### src/hw/rtl/lsrc_pkg.sv
// ----------------------------------------------------------------------------
// lsrc_pkg: shared definitions for the segment clipper
// Outcode bits, segment classes, configuration register indexes, queue depth and pass limit.
// ----------------------------------------------------------------------------
`default_nettype none

package lsrc_pkg;

  localparam logic [3:0] OC_LEFT   = 4'b0001;
  localparam logic [3:0] OC_RIGHT  = 4'b0010;
  localparam logic [3:0] OC_BOTTOM = 4'b0100;
  localparam logic [3:0] OC_TOP    = 4'b1000;

  localparam int KIND_BITS = 2;

  typedef enum logic [KIND_BITS-1:0] {
    SEG_ACCEPT = 2'd0,
    SEG_REJECT = 2'd1,
    SEG_CLIP   = 2'd2
  } seg_kind_t;

  localparam int REG_IDX_BITS = 2;
  localparam logic [REG_IDX_BITS-1:0] REG_LEFT   = 2'd0;
  localparam logic [REG_IDX_BITS-1:0] REG_RIGHT  = 2'd1;
  localparam logic [REG_IDX_BITS-1:0] REG_BOTTOM = 2'd2;
  localparam logic [REG_IDX_BITS-1:0] REG_TOP    = 2'd3;

  localparam int QUEUE_DEPTH = 2;
  localparam int PASS_BITS   = 3;
  localparam logic [PASS_BITS-1:0] PASS_LIMIT = 3'd4;

endpackage

`default_nettype wire

### src/hw/rtl/lsrc_if.sv
// ----------------------------------------------------------------------------
// lsrc_if: channel interfaces of the segment clipper
// Segment input, clip result and configuration write channels.
// ----------------------------------------------------------------------------
`default_nettype none

interface lsrc_seg_if #(parameter int COORD_BITS = 16);
  logic                         valid;
  logic                         ready;
  logic signed [COORD_BITS-1:0] start_x;
  logic signed [COORD_BITS-1:0] start_y;
  logic signed [COORD_BITS-1:0] end_x;
  logic signed [COORD_BITS-1:0] end_y;
  modport source (output valid, start_x, start_y, end_x, end_y, input ready);
  modport sink   (input valid, start_x, start_y, end_x, end_y, output ready);
endinterface

interface lsrc_clip_if #(parameter int COORD_BITS = 16);
  logic                         valid;
  logic                         ready;
  logic                         visible;
  logic signed [COORD_BITS-1:0] clipped_start_x;
  logic signed [COORD_BITS-1:0] clipped_start_y;
  logic signed [COORD_BITS-1:0] clipped_end_x;
  logic signed [COORD_BITS-1:0] clipped_end_y;
  modport source (output valid, visible, clipped_start_x, clipped_start_y,
                  clipped_end_x, clipped_end_y, input ready);
  modport sink   (input valid, visible, clipped_start_x, clipped_start_y,
                  clipped_end_x, clipped_end_y, output ready);
endinterface

interface lsrc_cfg_if #(parameter int COORD_BITS = 16);
  logic                                 valid;
  logic                                 ready;
  logic [lsrc_pkg::REG_IDX_BITS-1:0]    idx;
  logic signed [COORD_BITS-1:0]         data;
  modport source (output valid, idx, data, input ready);
  modport sink   (input valid, idx, data, output ready);
endinterface

`default_nettype wire

### src/hw/rtl/line_segment_rect_clipper.sv
// ----------------------------------------------------------------------------
// line_segment_rect_clipper: clip a line segment against a rectangle
// Outcode-based clipping with fixed point intermediate endpoints.
// ----------------------------------------------------------------------------
// Usage:
//   in_chan   takes one segment per transaction (start and end points).
//   out_chan  gives one result per segment: visible flag and the clipped
//             endpoints, truncated toward zero; a rejected segment reads as
//             all-zero endpoints.
//   cfg_chan  writes the left, right, bottom and top edges by index; it is
//             always ready. Write only while no segment is in flight.
// Timing: a segment that is trivially accepted or rejected reaches the result
//   register from the queue once the idle sequencer takes it. Each edge
//   move runs a test state, the multiply and then the divide steps of the
//   shared multiply/divide unit and a handoff back to the test state. The
//   iterative multiply/divide unit sets how long an edge move takes; one
//   segment is worked on at a time.
// A two-entry queue splits the intake from the sequencer: intake keeps taking
//   segments while a result waits on a stalled out_chan, until the queue fills.
// Reset clears the queue, the sequencer and sets the edges to their defaults.
// ----------------------------------------------------------------------------
`default_nettype none

module line_segment_rect_clipper #(
  parameter int COORD_BITS = 16,
  parameter int FRAC_BITS  = 16
) (
  input  logic        clk,
  input  logic        rst_n,
  lsrc_seg_if.sink    in_chan,
  lsrc_clip_if.source out_chan,
  lsrc_cfg_if.sink    cfg_chan
);

  localparam int QW = 4 * COORD_BITS + lsrc_pkg::KIND_BITS;

  // Right and top reset to 32767, or to the largest value the width holds.
  localparam logic signed [COORD_BITS-1:0] EDGE_HI_RST =
    (COORD_BITS >= 16) ? COORD_BITS'(32767) : {1'b0, {(COORD_BITS-1){1'b1}}};

  logic signed [COORD_BITS-1:0] left_r, right_r, bottom_r, top_r;

  // Edge registers: take every write; the user writes only while the block is idle, the block does not enforce it.
  assign cfg_chan.ready = 1'b1;

  always_ff @(posedge clk) begin
    if (!rst_n) begin
      left_r   <= '0;
      right_r  <= EDGE_HI_RST;
      bottom_r <= '0;
      top_r    <= EDGE_HI_RST;
    end else if (cfg_chan.valid) begin
      case (cfg_chan.idx)
        lsrc_pkg::REG_LEFT:   left_r   <= cfg_chan.data;
        lsrc_pkg::REG_RIGHT:  right_r  <= cfg_chan.data;
        lsrc_pkg::REG_BOTTOM: bottom_r <= cfg_chan.data;
        lsrc_pkg::REG_TOP:    top_r    <= cfg_chan.data;
        default: ;
      endcase
    end
  end

  logic          q_push, q_pop, q_full, q_empty;
  logic [QW-1:0] q_wdata, q_rdata;

  // Front: classify and push.
  lsrc_front #(.COORD_BITS(COORD_BITS), .QW(QW)) u_front (
    .in_chan     (in_chan),
    .left_edge   (left_r),
    .right_edge  (right_r),
    .bottom_edge (bottom_r),
    .top_edge    (top_r),
    .q_full      (q_full),
    .q_push      (q_push),
    .q_data      (q_wdata)
  );

  // Queue: decouple intake from the clipping sequencer.
  lsrc_queue #(.WIDTH(QW), .DEPTH(lsrc_pkg::QUEUE_DEPTH)) u_queue (
    .clk       (clk),
    .rst_n     (rst_n),
    .push      (q_push),
    .push_data (q_wdata),
    .pop       (q_pop),
    .pop_data  (q_rdata),
    .full      (q_full),
    .empty     (q_empty)
  );

  // Back: edge moves and the result register.
  lsrc_back #(.COORD_BITS(COORD_BITS), .FRAC_BITS(FRAC_BITS), .QW(QW)) u_back (
    .clk         (clk),
    .rst_n       (rst_n),
    .left_edge   (left_r),
    .right_edge  (right_r),
    .bottom_edge (bottom_r),
    .top_edge    (top_r),
    .q_data      (q_rdata),
    .q_empty     (q_empty),
    .q_pop       (q_pop),
    .out_chan    (out_chan)
  );

  // Never push into a full queue.
  a_no_overflow: assert property (@(posedge clk) disable iff (!rst_n)
    q_full |-> !q_push) else $error("queue push while full");

  // Never pop an empty queue.
  a_no_underflow: assert property (@(posedge clk) disable iff (!rst_n)
    q_pop |-> !q_empty) else $error("queue pop while empty");

  // Rejected segments carry zero endpoints.
  a_reject_zero: assert property (@(posedge clk) disable iff (!rst_n)
    (out_chan.valid && !out_chan.visible) |->
      (out_chan.clipped_start_x == '0 && out_chan.clipped_start_y == '0 &&
       out_chan.clipped_end_x == '0 && out_chan.clipped_end_y == '0))
    else $error("rejected segment with nonzero endpoints");

endmodule

`default_nettype wire

### src/hw/rtl/lsrc_front.sv
// ----------------------------------------------------------------------------
// lsrc_front: segment intake and trivial classification
// Computes endpoint outcodes and tags each segment as accept, reject or clip.
// ----------------------------------------------------------------------------
`default_nettype none

module lsrc_front #(
  parameter int COORD_BITS = 16,
  parameter int QW         = 4 * COORD_BITS + lsrc_pkg::KIND_BITS
) (
  lsrc_seg_if.sink                     in_chan,
  input  logic signed [COORD_BITS-1:0] left_edge,
  input  logic signed [COORD_BITS-1:0] right_edge,
  input  logic signed [COORD_BITS-1:0] bottom_edge,
  input  logic signed [COORD_BITS-1:0] top_edge,
  input  logic                         q_full,
  output logic                         q_push,
  output logic [QW-1:0]                q_data
);

  // Integer compare gives the same order as the scaled compare.
  function automatic logic [3:0] outcode(input logic signed [COORD_BITS-1:0] x,
                                         input logic signed [COORD_BITS-1:0] y);
    logic [3:0] c;
    c = 4'b0000;
    if (y > top_edge)         c = lsrc_pkg::OC_TOP;
    else if (y < bottom_edge) c = lsrc_pkg::OC_BOTTOM;
    if (x > right_edge)       c = c | lsrc_pkg::OC_RIGHT;
    else if (x < left_edge)   c = c | lsrc_pkg::OC_LEFT;
    return c;
  endfunction

  logic [3:0]          c0, c1;
  lsrc_pkg::seg_kind_t kind;

  always_comb begin
    c0 = outcode(in_chan.start_x, in_chan.start_y);
    c1 = outcode(in_chan.end_x, in_chan.end_y);
    if (c0 == 4'b0000 && c1 == 4'b0000) kind = lsrc_pkg::SEG_ACCEPT;
    else if ((c0 & c1) != 4'b0000)      kind = lsrc_pkg::SEG_REJECT;
    else                                kind = lsrc_pkg::SEG_CLIP;
  end

  assign in_chan.ready = !q_full;
  assign q_push        = in_chan.valid && !q_full;
  assign q_data        = {kind, in_chan.start_x, in_chan.start_y,
                          in_chan.end_x, in_chan.end_y};

endmodule

`default_nettype wire

### src/hw/rtl/lsrc_queue.sv
// ----------------------------------------------------------------------------
// lsrc_queue: short register queue between front and back
// First-in first-out, one push and one pop per cycle.
// ----------------------------------------------------------------------------
`default_nettype none

module lsrc_queue #(
  parameter int WIDTH = 66,
  parameter int DEPTH = 2
) (
  input  logic             clk,
  input  logic             rst_n,
  input  logic             push,
  input  logic [WIDTH-1:0] push_data,
  input  logic             pop,
  output logic [WIDTH-1:0] pop_data,
  output logic             full,
  output logic             empty
);

  localparam int AW = (DEPTH > 1) ? $clog2(DEPTH) : 1;
  localparam int CW = $clog2(DEPTH + 1);

  logic [WIDTH-1:0] mem_r [DEPTH];
  logic [AW-1:0]    wr_ptr_r, rd_ptr_r;
  logic [CW-1:0]    count_r;

  function automatic logic [AW-1:0] bump(input logic [AW-1:0] p);
    return (p == AW'(DEPTH - 1)) ? '0 : p + 1'b1;
  endfunction

  assign full     = (count_r == CW'(DEPTH));
  assign empty    = (count_r == '0);
  assign pop_data = mem_r[rd_ptr_r];

  always_ff @(posedge clk) begin
    if (push) mem_r[wr_ptr_r] <= push_data;
  end

  always_ff @(posedge clk) begin
    if (!rst_n) begin
      wr_ptr_r <= '0;
      rd_ptr_r <= '0;
      count_r  <= '0;
    end else begin
      if (push) wr_ptr_r <= bump(wr_ptr_r);
      if (pop)  rd_ptr_r <= bump(rd_ptr_r);
      if (push && !pop)      count_r <= count_r + 1'b1;
      else if (pop && !push) count_r <= count_r - 1'b1;
    end
  end

endmodule

`default_nettype wire

### src/hw/rtl/lsrc_muldiv.sv
// ----------------------------------------------------------------------------
// lsrc_muldiv: iterative (a * b) / c, truncated toward zero
// Radix-4 shift-add multiply, then two restoring divide steps per cycle.
// ----------------------------------------------------------------------------
`default_nettype none

module lsrc_muldiv #(
  parameter int W = 32
) (
  input  logic          clk,
  input  logic          rst_n,
  input  logic          start,
  input  logic signed [W:0] a,
  input  logic signed [W:0] b,
  input  logic signed [W:0] c,
  output logic          done,
  output logic signed [W:0] res
);

  localparam int DH = (W + 1) / 2;
  localparam int D2 = 2 * DH;
  localparam int PW = 2 * D2;
  localparam int CW = $clog2(DH + 1);

  typedef enum logic [2:0] {
    MD_IDLE = 3'b001,
    MD_MUL  = 3'b010,
    MD_DIV  = 3'b100
  } md_state_t;

  md_state_t     state_r;
  logic [CW-1:0] cnt_r;
  logic [PW-1:0] ua_r, acc_r, acc_nxt;
  logic [D2-1:0] ub_r, uc_r, rem_r, lo_r, q_r, q_nxt, rem_nxt;
  logic          neg_r, zero_r, done_r;
  logic signed [W:0] res_r, res_nxt;
  logic [D2:0]   ucx, r1, r1s, r2, r2s;
  logic          ge1, ge2;

  function automatic logic [W-1:0] mag(input logic signed [W:0] v);
    logic signed [W:0] n;
    n = -v;
    return v[W] ? n[W-1:0] : v[W-1:0];
  endfunction

  always_comb begin
    acc_nxt = acc_r + (ub_r[0] ? ua_r : '0) + (ub_r[1] ? (ua_r << 1) : '0);
    ucx  = {1'b0, uc_r};
    r1   = {rem_r, lo_r[D2-1]};
    ge1  = (r1 >= ucx);
    r1s  = ge1 ? r1 - ucx : r1;
    r2   = {r1s[D2-1:0], lo_r[D2-2]};
    ge2  = (r2 >= ucx);
    r2s  = ge2 ? r2 - ucx : r2;
    rem_nxt = r2s[D2-1:0];
    q_nxt   = {q_r[D2-3:0], ge1, ge2};
    if (zero_r)     res_nxt = '0;
    else if (neg_r) res_nxt = -$signed({1'b0, q_nxt[W-1:0]});
    else            res_nxt = $signed({1'b0, q_nxt[W-1:0]});
  end

  always_ff @(posedge clk) begin
    case (state_r)
      MD_IDLE: begin
        if (start) begin
          ua_r   <= PW'(mag(a));
          ub_r   <= D2'(mag(b));
          uc_r   <= D2'(mag(c));
          acc_r  <= '0;
          neg_r  <= a[W] ^ b[W] ^ c[W];
          zero_r <= (c == '0);
        end
      end
      MD_MUL: begin
        acc_r <= acc_nxt;
        ua_r  <= ua_r << 2;
        ub_r  <= ub_r >> 2;
        rem_r <= acc_nxt[PW-1:D2];
        lo_r  <= acc_nxt[D2-1:0];
        q_r   <= '0;
      end
      MD_DIV: begin
        rem_r <= rem_nxt;
        lo_r  <= lo_r << 2;
        q_r   <= q_nxt;
        res_r <= res_nxt;
      end
      default: ;
    endcase
  end

  always_ff @(posedge clk) begin
    if (!rst_n) begin
      state_r <= MD_IDLE;
      cnt_r   <= '0;
      done_r  <= 1'b0;
    end else begin
      done_r <= 1'b0;
      case (state_r)
        MD_IDLE: begin
          cnt_r <= '0;
          if (start) state_r <= MD_MUL;
        end
        MD_MUL: begin
          if (cnt_r == CW'(DH - 1)) begin
            cnt_r   <= '0;
            state_r <= MD_DIV;
          end else begin
            cnt_r <= cnt_r + 1'b1;
          end
        end
        MD_DIV: begin
          if (cnt_r == CW'(DH - 1)) begin
            cnt_r   <= '0;
            done_r  <= 1'b1;
            state_r <= MD_IDLE;
          end else begin
            cnt_r <= cnt_r + 1'b1;
          end
        end
        default: state_r <= MD_IDLE;
      endcase
    end
  end

  assign done = done_r;
  assign res  = res_r;

endmodule

`default_nettype wire

### src/hw/rtl/lsrc_back.sv
// ----------------------------------------------------------------------------
// lsrc_back: clipping sequencer
// Runs the edge moves of each segment, up to the pass limit, and holds the result register.
// ----------------------------------------------------------------------------
`default_nettype none

module lsrc_back #(
  parameter int COORD_BITS = 16,
  parameter int FRAC_BITS  = 16,
  parameter int QW         = 4 * COORD_BITS + lsrc_pkg::KIND_BITS
) (
  input  logic                         clk,
  input  logic                         rst_n,
  input  logic signed [COORD_BITS-1:0] left_edge,
  input  logic signed [COORD_BITS-1:0] right_edge,
  input  logic signed [COORD_BITS-1:0] bottom_edge,
  input  logic signed [COORD_BITS-1:0] top_edge,
  input  logic [QW-1:0]                q_data,
  input  logic                         q_empty,
  output logic                         q_pop,
  lsrc_clip_if.source                  out_chan
);

  localparam int W = COORD_BITS + FRAC_BITS;
  localparam int C = COORD_BITS;

  typedef enum logic [3:0] {
    ST_IDLE = 4'b0001,
    ST_TEST = 4'b0010,
    ST_WAIT = 4'b0100,
    ST_OUT  = 4'b1000
  } bk_state_t;

  function automatic logic signed [W-1:0] to_fix(input logic signed [C-1:0] v);
    logic signed [W-1:0] e;
    e = W'(v);
    return e <<< FRAC_BITS;
  endfunction

  function automatic logic signed [C-1:0] to_out(input logic signed [W-1:0] v);
    logic [W-1:0] m, t, r;
    m = v[W-1] ? -v : v;
    t = m >> FRAC_BITS;
    r = v[W-1] ? -t : t;
    return r[C-1:0];
  endfunction

  logic signed [W-1:0] lf, rf, bf, tf;

  function automatic logic [3:0] outcode(input logic signed [W-1:0] x,
                                         input logic signed [W-1:0] y);
    logic [3:0] c;
    c = 4'b0000;
    if (y > tf)      c = lsrc_pkg::OC_TOP;
    else if (y < bf) c = lsrc_pkg::OC_BOTTOM;
    if (x > rf)      c = c | lsrc_pkg::OC_RIGHT;
    else if (x < lf) c = c | lsrc_pkg::OC_LEFT;
    return c;
  endfunction

  bk_state_t                      state_r;
  logic [lsrc_pkg::PASS_BITS-1:0] pass_r;
  logic signed [W-1:0]            x0_r, y0_r, x1_r, y1_r, tgt_r;
  logic                           horiz_r, mov1_r;
  logic                           vis_r;
  logic signed [C-1:0]            osx_r, osy_r, oex_r, oey_r;

  lsrc_pkg::seg_kind_t kind;
  logic signed [C-1:0] qsx, qsy, qex, qey;
  logic [3:0]          c0, c1, co;
  logic                horiz, mov1, md_start, md_done;
  logic signed [W-1:0] tgt, nv, base;
  logic signed [W:0]   md_a, md_b, md_c, md_res, sum;

  assign lf = to_fix(left_edge);
  assign rf = to_fix(right_edge);
  assign bf = to_fix(bottom_edge);
  assign tf = to_fix(top_edge);

  assign kind = lsrc_pkg::seg_kind_t'(q_data[QW-1 -: lsrc_pkg::KIND_BITS]);
  assign qsx  = q_data[4*C-1 -: C];
  assign qsy  = q_data[3*C-1 -: C];
  assign qex  = q_data[2*C-1 -: C];
  assign qey  = q_data[C-1 -: C];

  always_comb begin
    c0    = outcode(x0_r, y0_r);
    c1    = outcode(x1_r, y1_r);
    mov1  = (c0 == 4'b0000);
    co    = mov1 ? c1 : c0;
    horiz = (co & (lsrc_pkg::OC_TOP | lsrc_pkg::OC_BOTTOM)) != 4'b0000;
    if ((co & lsrc_pkg::OC_TOP) != 4'b0000)         tgt = tf;
    else if ((co & lsrc_pkg::OC_BOTTOM) != 4'b0000) tgt = bf;
    else if ((co & lsrc_pkg::OC_RIGHT) != 4'b0000)  tgt = rf;
    else                                            tgt = lf;
    if (horiz) begin
      md_a = (W+1)'(x1_r) - (W+1)'(x0_r);
      md_b = (W+1)'(tgt) - (W+1)'(y0_r);
      md_c = (W+1)'(y1_r) - (W+1)'(y0_r);
    end else begin
      md_a = (W+1)'(y1_r) - (W+1)'(y0_r);
      md_b = (W+1)'(tgt) - (W+1)'(x0_r);
      md_c = (W+1)'(x1_r) - (W+1)'(x0_r);
    end
    md_start = (state_r == ST_TEST) && !(c0 == 4'b0000 && c1 == 4'b0000) &&
               ((c0 & c1) == 4'b0000) && (pass_r != lsrc_pkg::PASS_LIMIT);
    base = horiz_r ? x0_r : y0_r;
    sum  = (W+1)'(base) + md_res;
    nv   = sum[W-1:0];
  end

  lsrc_muldiv #(.W(W)) u_muldiv (
    .clk   (clk),
    .rst_n (rst_n),
    .start (md_start),
    .a     (md_a),
    .b     (md_b),
    .c     (md_c),
    .done  (md_done),
    .res   (md_res)
  );

  assign q_pop = (state_r == ST_IDLE) && !q_empty;

  // Payload registers.
  always_ff @(posedge clk) begin
    case (state_r)
      ST_IDLE: begin
        if (!q_empty) begin
          x0_r <= to_fix(qsx);
          y0_r <= to_fix(qsy);
          x1_r <= to_fix(qex);
          y1_r <= to_fix(qey);
          osx_r <= qsx;
          osy_r <= qsy;
          oex_r <= qex;
          oey_r <= qey;
          vis_r <= (kind == lsrc_pkg::SEG_ACCEPT);
          if (kind == lsrc_pkg::SEG_REJECT) begin
            osx_r <= '0;
            osy_r <= '0;
            oex_r <= '0;
            oey_r <= '0;
          end
        end
      end
      ST_TEST: begin
        horiz_r <= horiz;
        mov1_r  <= mov1;
        tgt_r   <= tgt;
        if (c0 == 4'b0000 && c1 == 4'b0000) begin
          vis_r <= 1'b1;
          osx_r <= to_out(x0_r);
          osy_r <= to_out(y0_r);
          oex_r <= to_out(x1_r);
          oey_r <= to_out(y1_r);
        end else begin
          vis_r <= 1'b0;
          osx_r <= '0;
          osy_r <= '0;
          oex_r <= '0;
          oey_r <= '0;
        end
      end
      ST_WAIT: begin
        if (md_done) begin
          if (mov1_r) begin
            x1_r <= horiz_r ? nv : tgt_r;
            y1_r <= horiz_r ? tgt_r : nv;
          end else begin
            x0_r <= horiz_r ? nv : tgt_r;
            y0_r <= horiz_r ? tgt_r : nv;
          end
        end
      end
      default: ;
    endcase
  end

  // Control.
  always_ff @(posedge clk) begin
    if (!rst_n) begin
      state_r <= ST_IDLE;
      pass_r  <= '0;
    end else begin
      case (state_r)
        ST_IDLE: begin
          pass_r <= '0;
          if (!q_empty) begin
            if (kind == lsrc_pkg::SEG_ACCEPT || kind == lsrc_pkg::SEG_REJECT)
              state_r <= ST_OUT;
            else
              state_r <= ST_TEST;
          end
        end
        ST_TEST: begin
          if (md_start) state_r <= ST_WAIT;
          else          state_r <= ST_OUT;
        end
        ST_WAIT: begin
          if (md_done) begin
            pass_r  <= pass_r + 1'b1;
            state_r <= ST_TEST;
          end
        end
        ST_OUT: begin
          if (out_chan.ready) state_r <= ST_IDLE;
        end
        default: state_r <= ST_IDLE;
      endcase
    end
  end

  assign out_chan.valid           = (state_r == ST_OUT);
  assign out_chan.visible         = vis_r;
  assign out_chan.clipped_start_x = osx_r;
  assign out_chan.clipped_start_y = osy_r;
  assign out_chan.clipped_end_x   = oex_r;
  assign out_chan.clipped_end_y   = oey_r;

endmodule

`default_nettype wire
### src/flat_wrapper.sv
// flat-port wrapper written by rule: the top's interface ports become plain ports
module line_segment_rect_clipper_flat 
#(
  parameter int COORD_BITS = 16,
  parameter int FRAC_BITS  = 16
)
  (clk, rst_n, in_chan_valid, in_chan_start_x, in_chan_start_y, in_chan_end_x, in_chan_end_y, in_chan_ready, out_chan_valid, out_chan_visible, out_chan_clipped_start_x, out_chan_clipped_start_y, out_chan_clipped_end_x, out_chan_clipped_end_y, out_chan_ready, cfg_chan_valid, cfg_chan_idx, cfg_chan_data, cfg_chan_ready);
  lsrc_seg_if #(.COORD_BITS(COORD_BITS)) in_chan_i ();
  lsrc_clip_if #(.COORD_BITS(COORD_BITS)) out_chan_i ();
  lsrc_cfg_if #(.COORD_BITS(COORD_BITS)) cfg_chan_i ();
  input  logic clk;
  input  logic rst_n;
  input wire logic [$bits(in_chan_i.valid)-1:0] in_chan_valid;
  input wire logic [$bits(in_chan_i.start_x)-1:0] in_chan_start_x;
  input wire logic [$bits(in_chan_i.start_y)-1:0] in_chan_start_y;
  input wire logic [$bits(in_chan_i.end_x)-1:0] in_chan_end_x;
  input wire logic [$bits(in_chan_i.end_y)-1:0] in_chan_end_y;
  output wire logic [$bits(in_chan_i.ready)-1:0] in_chan_ready;
  output wire logic [$bits(out_chan_i.valid)-1:0] out_chan_valid;
  output wire logic [$bits(out_chan_i.visible)-1:0] out_chan_visible;
  output wire logic [$bits(out_chan_i.clipped_start_x)-1:0] out_chan_clipped_start_x;
  output wire logic [$bits(out_chan_i.clipped_start_y)-1:0] out_chan_clipped_start_y;
  output wire logic [$bits(out_chan_i.clipped_end_x)-1:0] out_chan_clipped_end_x;
  output wire logic [$bits(out_chan_i.clipped_end_y)-1:0] out_chan_clipped_end_y;
  input wire logic [$bits(out_chan_i.ready)-1:0] out_chan_ready;
  input wire logic [$bits(cfg_chan_i.valid)-1:0] cfg_chan_valid;
  input wire logic [$bits(cfg_chan_i.idx)-1:0] cfg_chan_idx;
  input wire logic [$bits(cfg_chan_i.data)-1:0] cfg_chan_data;
  output wire logic [$bits(cfg_chan_i.ready)-1:0] cfg_chan_ready;
  assign in_chan_i.valid = in_chan_valid;
  assign in_chan_i.start_x = in_chan_start_x;
  assign in_chan_i.start_y = in_chan_start_y;
  assign in_chan_i.end_x = in_chan_end_x;
  assign in_chan_i.end_y = in_chan_end_y;
  assign in_chan_ready = in_chan_i.ready;
  assign out_chan_valid = out_chan_i.valid;
  assign out_chan_visible = out_chan_i.visible;
  assign out_chan_clipped_start_x = out_chan_i.clipped_start_x;
  assign out_chan_clipped_start_y = out_chan_i.clipped_start_y;
  assign out_chan_clipped_end_x = out_chan_i.clipped_end_x;
  assign out_chan_clipped_end_y = out_chan_i.clipped_end_y;
  assign out_chan_i.ready = out_chan_ready;
  assign cfg_chan_i.valid = cfg_chan_valid;
  assign cfg_chan_i.idx = cfg_chan_idx;
  assign cfg_chan_i.data = cfg_chan_data;
  assign cfg_chan_ready = cfg_chan_i.ready;
  line_segment_rect_clipper #(.COORD_BITS(COORD_BITS), .FRAC_BITS(FRAC_BITS)) u_core (.clk(clk), .rst_n(rst_n), .in_chan(in_chan_i), .out_chan(out_chan_i), .cfg_chan(cfg_chan_i));
endmodule
### config.mk
export PLATFORM = sky130hd
export DESIGN_NAME = line_segment_rect_clipper_flat
export DESIGN_NICKNAME = d
export VERILOG_FILES = /design/src/hw/rtl/lsrc_pkg.sv /design/src/hw/rtl/lsrc_if.sv /design/src/hw/rtl/line_segment_rect_clipper.sv /design/src/hw/rtl/lsrc_front.sv /design/src/hw/rtl/lsrc_queue.sv /design/src/hw/rtl/lsrc_muldiv.sv /design/src/hw/rtl/lsrc_back.sv /design/src/flat_wrapper.sv
export SDC_FILE = /design/constraint.sdc
export NUM_CORES = 2
export LEC_CHECK = 0
export BUFFER_PORTS_ARGS = -buffer_cell sky130_fd_sc_hd__clkbuf_2
export CAP_MARGIN = 20
export CORE_MARGIN = 2
export CORE_UTILIZATION = 55
export CTS_CLUSTER_DIAMETER = 150
export DETAILED_ROUTE_END_ITERATION = 7
export PLACE_DENSITY = 0.79
export RECOVER_POWER = 50
export REMOVE_ABC_BUFFERS = 1
export SYNTH_ARGS = -nofsm -noshare
export SYNTH_HDL_FRONTEND = slang
export SYNTH_SLANG_ARGS = --single-unit
### constraint.sdc
create_clock -name clk -period 11.54 [get_ports clk]
set_clock_uncertainty 0.05 [all_clocks]
set_input_delay 2.308 -clock clk [delete_from_list [all_inputs] [get_ports clk]]
set_output_delay 2.308 -clock clk [all_outputs]
set_load 0.02 [all_outputs]
==> impl_metrics.env <==
export IMPL_critPathMaxFanout=55
export IMPL_die_w_um=325
export IMPL_worstHoldStart="u_core.left_r[11]$_SDFFE_PN0P_"
export IMPL_relSlewSlack_pct=-200
export IMPL_cts_num_sinks=748
export IMPL_drc_errors=0
export IMPL_clkTransAtPathRegs_ns=0.06
export IMPL_seq_area_frac_synth_pct=38.2
export IMPL_critPathMaxStageDelay_ns=0.70
export IMPL_n_antenna_cell=0
export IMPL_yosysMostFrequentCell="edfxtp_1"
export IMPL_required_ns=11.92
export IMPL_ys_ff_latch=748
export IMPL_crit_family="simple AND/OR/NAND/NOR gates"
export IMPL_nets=6855
export IMPL_post_synth_top_area_fraction_pct=35.1
export IMPL_path_buf_inv=4
export IMPL_pin_count=155
export IMPL_cap_viol_max_count=16
export IMPL_drive_above_1_share_pct=6.15
export IMPL_top_layer_used="met4"
export IMPL_yosysUniqueCellTypes=98
export IMPL_gp_congestion=1.04
export IMPL_grt_usage_pct=34.7
export IMPL_postCtsSetupBuffers=0
export IMPL_dr_pass1_iters=6
export IMPL_hpwlAfterDp_mm=142
export IMPL_wl_met2_mm=86.3
export IMPL_worstMarginPinSlew_ns=4.50
export IMPL_cts_path_max_buffers=3
export IMPL_seq_area_mm2=0.0216
export IMPL_ys_flop_type="edfxtp_1"
export IMPL_fp_dieH_um=325
export IMPL_post_route_min_period_ns=9.44
export IMPL_overflow=0
export IMPL_crit_reg2reg_launch="u_core.u_back.x0_r[31]$_DFFE_PP_"
export IMPL_num_rows=117
export IMPL_post_drt_wl_per_cell_um=24.6
export IMPL_violations="max-capacitance violations, max-slew violations"
export IMPL_place_area_mm2=0.0588
export IMPL_wl_met1_mm=69.8
export IMPL_hold_class="register to register"
export IMPL_grt_pass1_vias=47000
export IMPL_coreArea_mm2=0.102
export IMPL_p_leak_nw=25.1
export IMPL_viasPerCell=6.38
export IMPL_setup_viol=0
export IMPL_async_flop_share_pct=0
export IMPL_synth_edff_count=663
export IMPL_synthTopCellsByCount="edfxtp_1, nand2_1, ha_1"
export IMPL_synth_top_area_cell="edfxtp_1"
export IMPL_antenna_left=0
export IMPL_grt_first_pass_wirelength_mm=281
export IMPL_slew_viol_final=890
export IMPL_power_density_mw_per_mm2=339
export IMPL_final_setup_tns_ns=0
export IMPL_num_vias=48700
export IMPL_routed_wl_mm=188
export IMPL_setup_slack_ns=2.10
export IMPL_syn_inst=6129
export IMPL_avgSynthCellArea_um2=9.24
export IMPL_io_buffers=153
export IMPL_final_core_util_pct=60.3
export IMPL_cp_end_kind="register"
export IMPL_place_ws_ns=2.42
export IMPL_arrival_ns=9.82
export IMPL_routed_wl_met3_mm=14.8
export IMPL_drtIter0Drc=5103
export IMPL_hold_buffers=0
export IMPL_antenna_found_initial=1
export IMPL_cts_resized=0
export IMPL_cts_tree="built"
export IMPL_area_growth_pct=8.50
export IMPL_synthTopCellsByArea="edfxtp_1, ha_1, nand2_1"
export IMPL_peakVddDrop_mv=0.328
export IMPL_fmax_mhz=106
export IMPL_ys_warn_count=0
export IMPL_design_die_area_mm2=0.106
export IMPL_status="finished with violations"
export IMPL_postLayoutCellArea_mm2=0.0615
export IMPL_worst_setup_path_start_kind="register"
export IMPL_netlist_area_mm2=0.0566
export IMPL_num_fill_cells=8749
export IMPL_period_share_pct=81.8
export IMPL_hold_viol=0
export IMPL_crit_type="register to register"
export IMPL_rsz0062_at_grt="false"
export IMPL_grt_max_degree=86
export IMPL_clk_latency_ns=0.71
export IMPL_crit_start="u_core.u_back.x0_r[31]$_DFFE_PP_"
export IMPL_cts_root_buf="clkbuf_16"
export IMPL_cts_buffers=85
export IMPL_rrSetupSlack_ns=2.10
export IMPL_start_util_pct=55.6
export IMPL_multi_input_area_mm2=0.0324
export IMPL_cts_max_level=3
export IMPL_crit_slowest_cell="edfxtp_1"
-- kinds of logic (layout without fill, tap and decap cells) --
kind of cell,after synthesis,in the layout,synth area share [%]
AO/OA/AOI/OAI,1630,1630,18.3
XOR/XNOR,426,426,6.59
adder cells (fa/ha/maj),567,567,13.4
buffers and inverters,699,833,4.70
flip-flops,748,748,38.2
multiplexers,167,167,3.06
other,1,1,0.00662
AND/OR/NAND/NOR,1891,1891,15.8
-- power by group --
group / internal [mW] / switching, mW / total (mW)
registers: 4.23 / 0.587 / 4.82
logic: 4.74 / 8.48 / 13.2
clock network: 1.61 / 1.20 / 2.81
-- metal layers --
metal | track usage (%) | vias up
met1 | 41.0 | 23300
met4 | 26.0 | 0
li1 | - | 22400
met2 | 56.7 | 2356
met3 | 5.93 | 662
met5 | 0 | -
-- placed cells by master, fill, tap and decap left out, types with 68 or more instances in the layout --
cell       netlist  routed
edfxtp_1       663     663
nand2_1        660     659
ha_1           499     499
nor2_1         466     465
inv_1          461     462
a21oi_1        422     422
o21ai_0        375     374
xnor2_1        266     266
a21o_1         186     186
xor2_1         160     160
mux2i_1        130     130
and3_1         115     114
nand3_1        108     107
nor3_1          96      96
clkbuf_1       194      90
clkbuf_2         1      89
clkbuf_16        0      87
o211ai_1        85      85
dfxtp_1         85      84
o22ai_1         79      79
fa_1            68      68
-- sequential cells by signal (all words and copies together), names as in the netlist, 30 cells and up, named ones only --
| register | count |
|---|---|
| u_core.u_back.u_muldiv.lo_r | 32 |
| u_core.u_back.u_muldiv.acc_r | 64 |
| u_core.u_back.x0_r | 32 |
| u_core.u_queue.mem_r | 132 |
| u_core.u_back.u_muldiv.uc_r | 32 |
| u_core.u_back.x1_r | 32 |
| u_core.u_back.y0_r | 32 |
| u_core.u_back.u_muldiv.ua_r | 64 |
| u_core.u_back.y1_r | 32 |
| u_core.u_back.u_muldiv.q_r | 30 |
| u_core.u_back.u_muldiv.res | 32 |
| u_core.u_back.u_muldiv.ub_r | 32 |
| u_core.u_back.u_muldiv.rem_r | 32 |
-- cell type report --
| type | count | area share, % |
|---|---|---|
| Sequential cell | 748 | 35.2 |
| Timing Repair Buffer | 219 | 1.85 |
| Multi-Input combinational cell | 4682 | 52.7 |
| Inverter | 465 | 2.85 |
| Clock inverter | 52 | 0.983 |
| Tap cell | 1368 | 2.78 |
| Clock buffer | 97 | 3.62 |
-- final timing paths --
| kind | to | cells past startpoint |
|---|---|---|
| max reg2reg | u_core.u_back.u_muldiv.ub_r[17]$_DFFE_PP_ | 27 |
| min | u_core.left_r[11]$_SDFFE_PN0P_ | 2 |
| max | u_core.u_back.u_muldiv.ub_r[17]$_DFFE_PP_ | 27 |
| min reg2reg | u_core.left_r[11]$_SDFFE_PN0P_ | 2 |
-- worst min-delay path: cells and delay by family, from the launching register on --
family | cells | cell delay [ns]
and+or+nand+nor | 1 | 0.05
AOI/OAI and AO/OA | 1 | 0.06
DFF | 1 | 0.32
-- stage by stage --
step | hold WS (ns) | power, mW | std cells
after floorplan | 0.393 | 13.7 | 5895
after global placement | 0.406 | 17.4 | 7476
after detailed placement | 0.425 | 17.6 | 7478
after CTS | 0.434 | 20.4 | 7627
after global routing | 0.456 | 22.0 | 7631
final | 0.438 | 20.8 | 7631
Power figures use the tool's default switching activity.
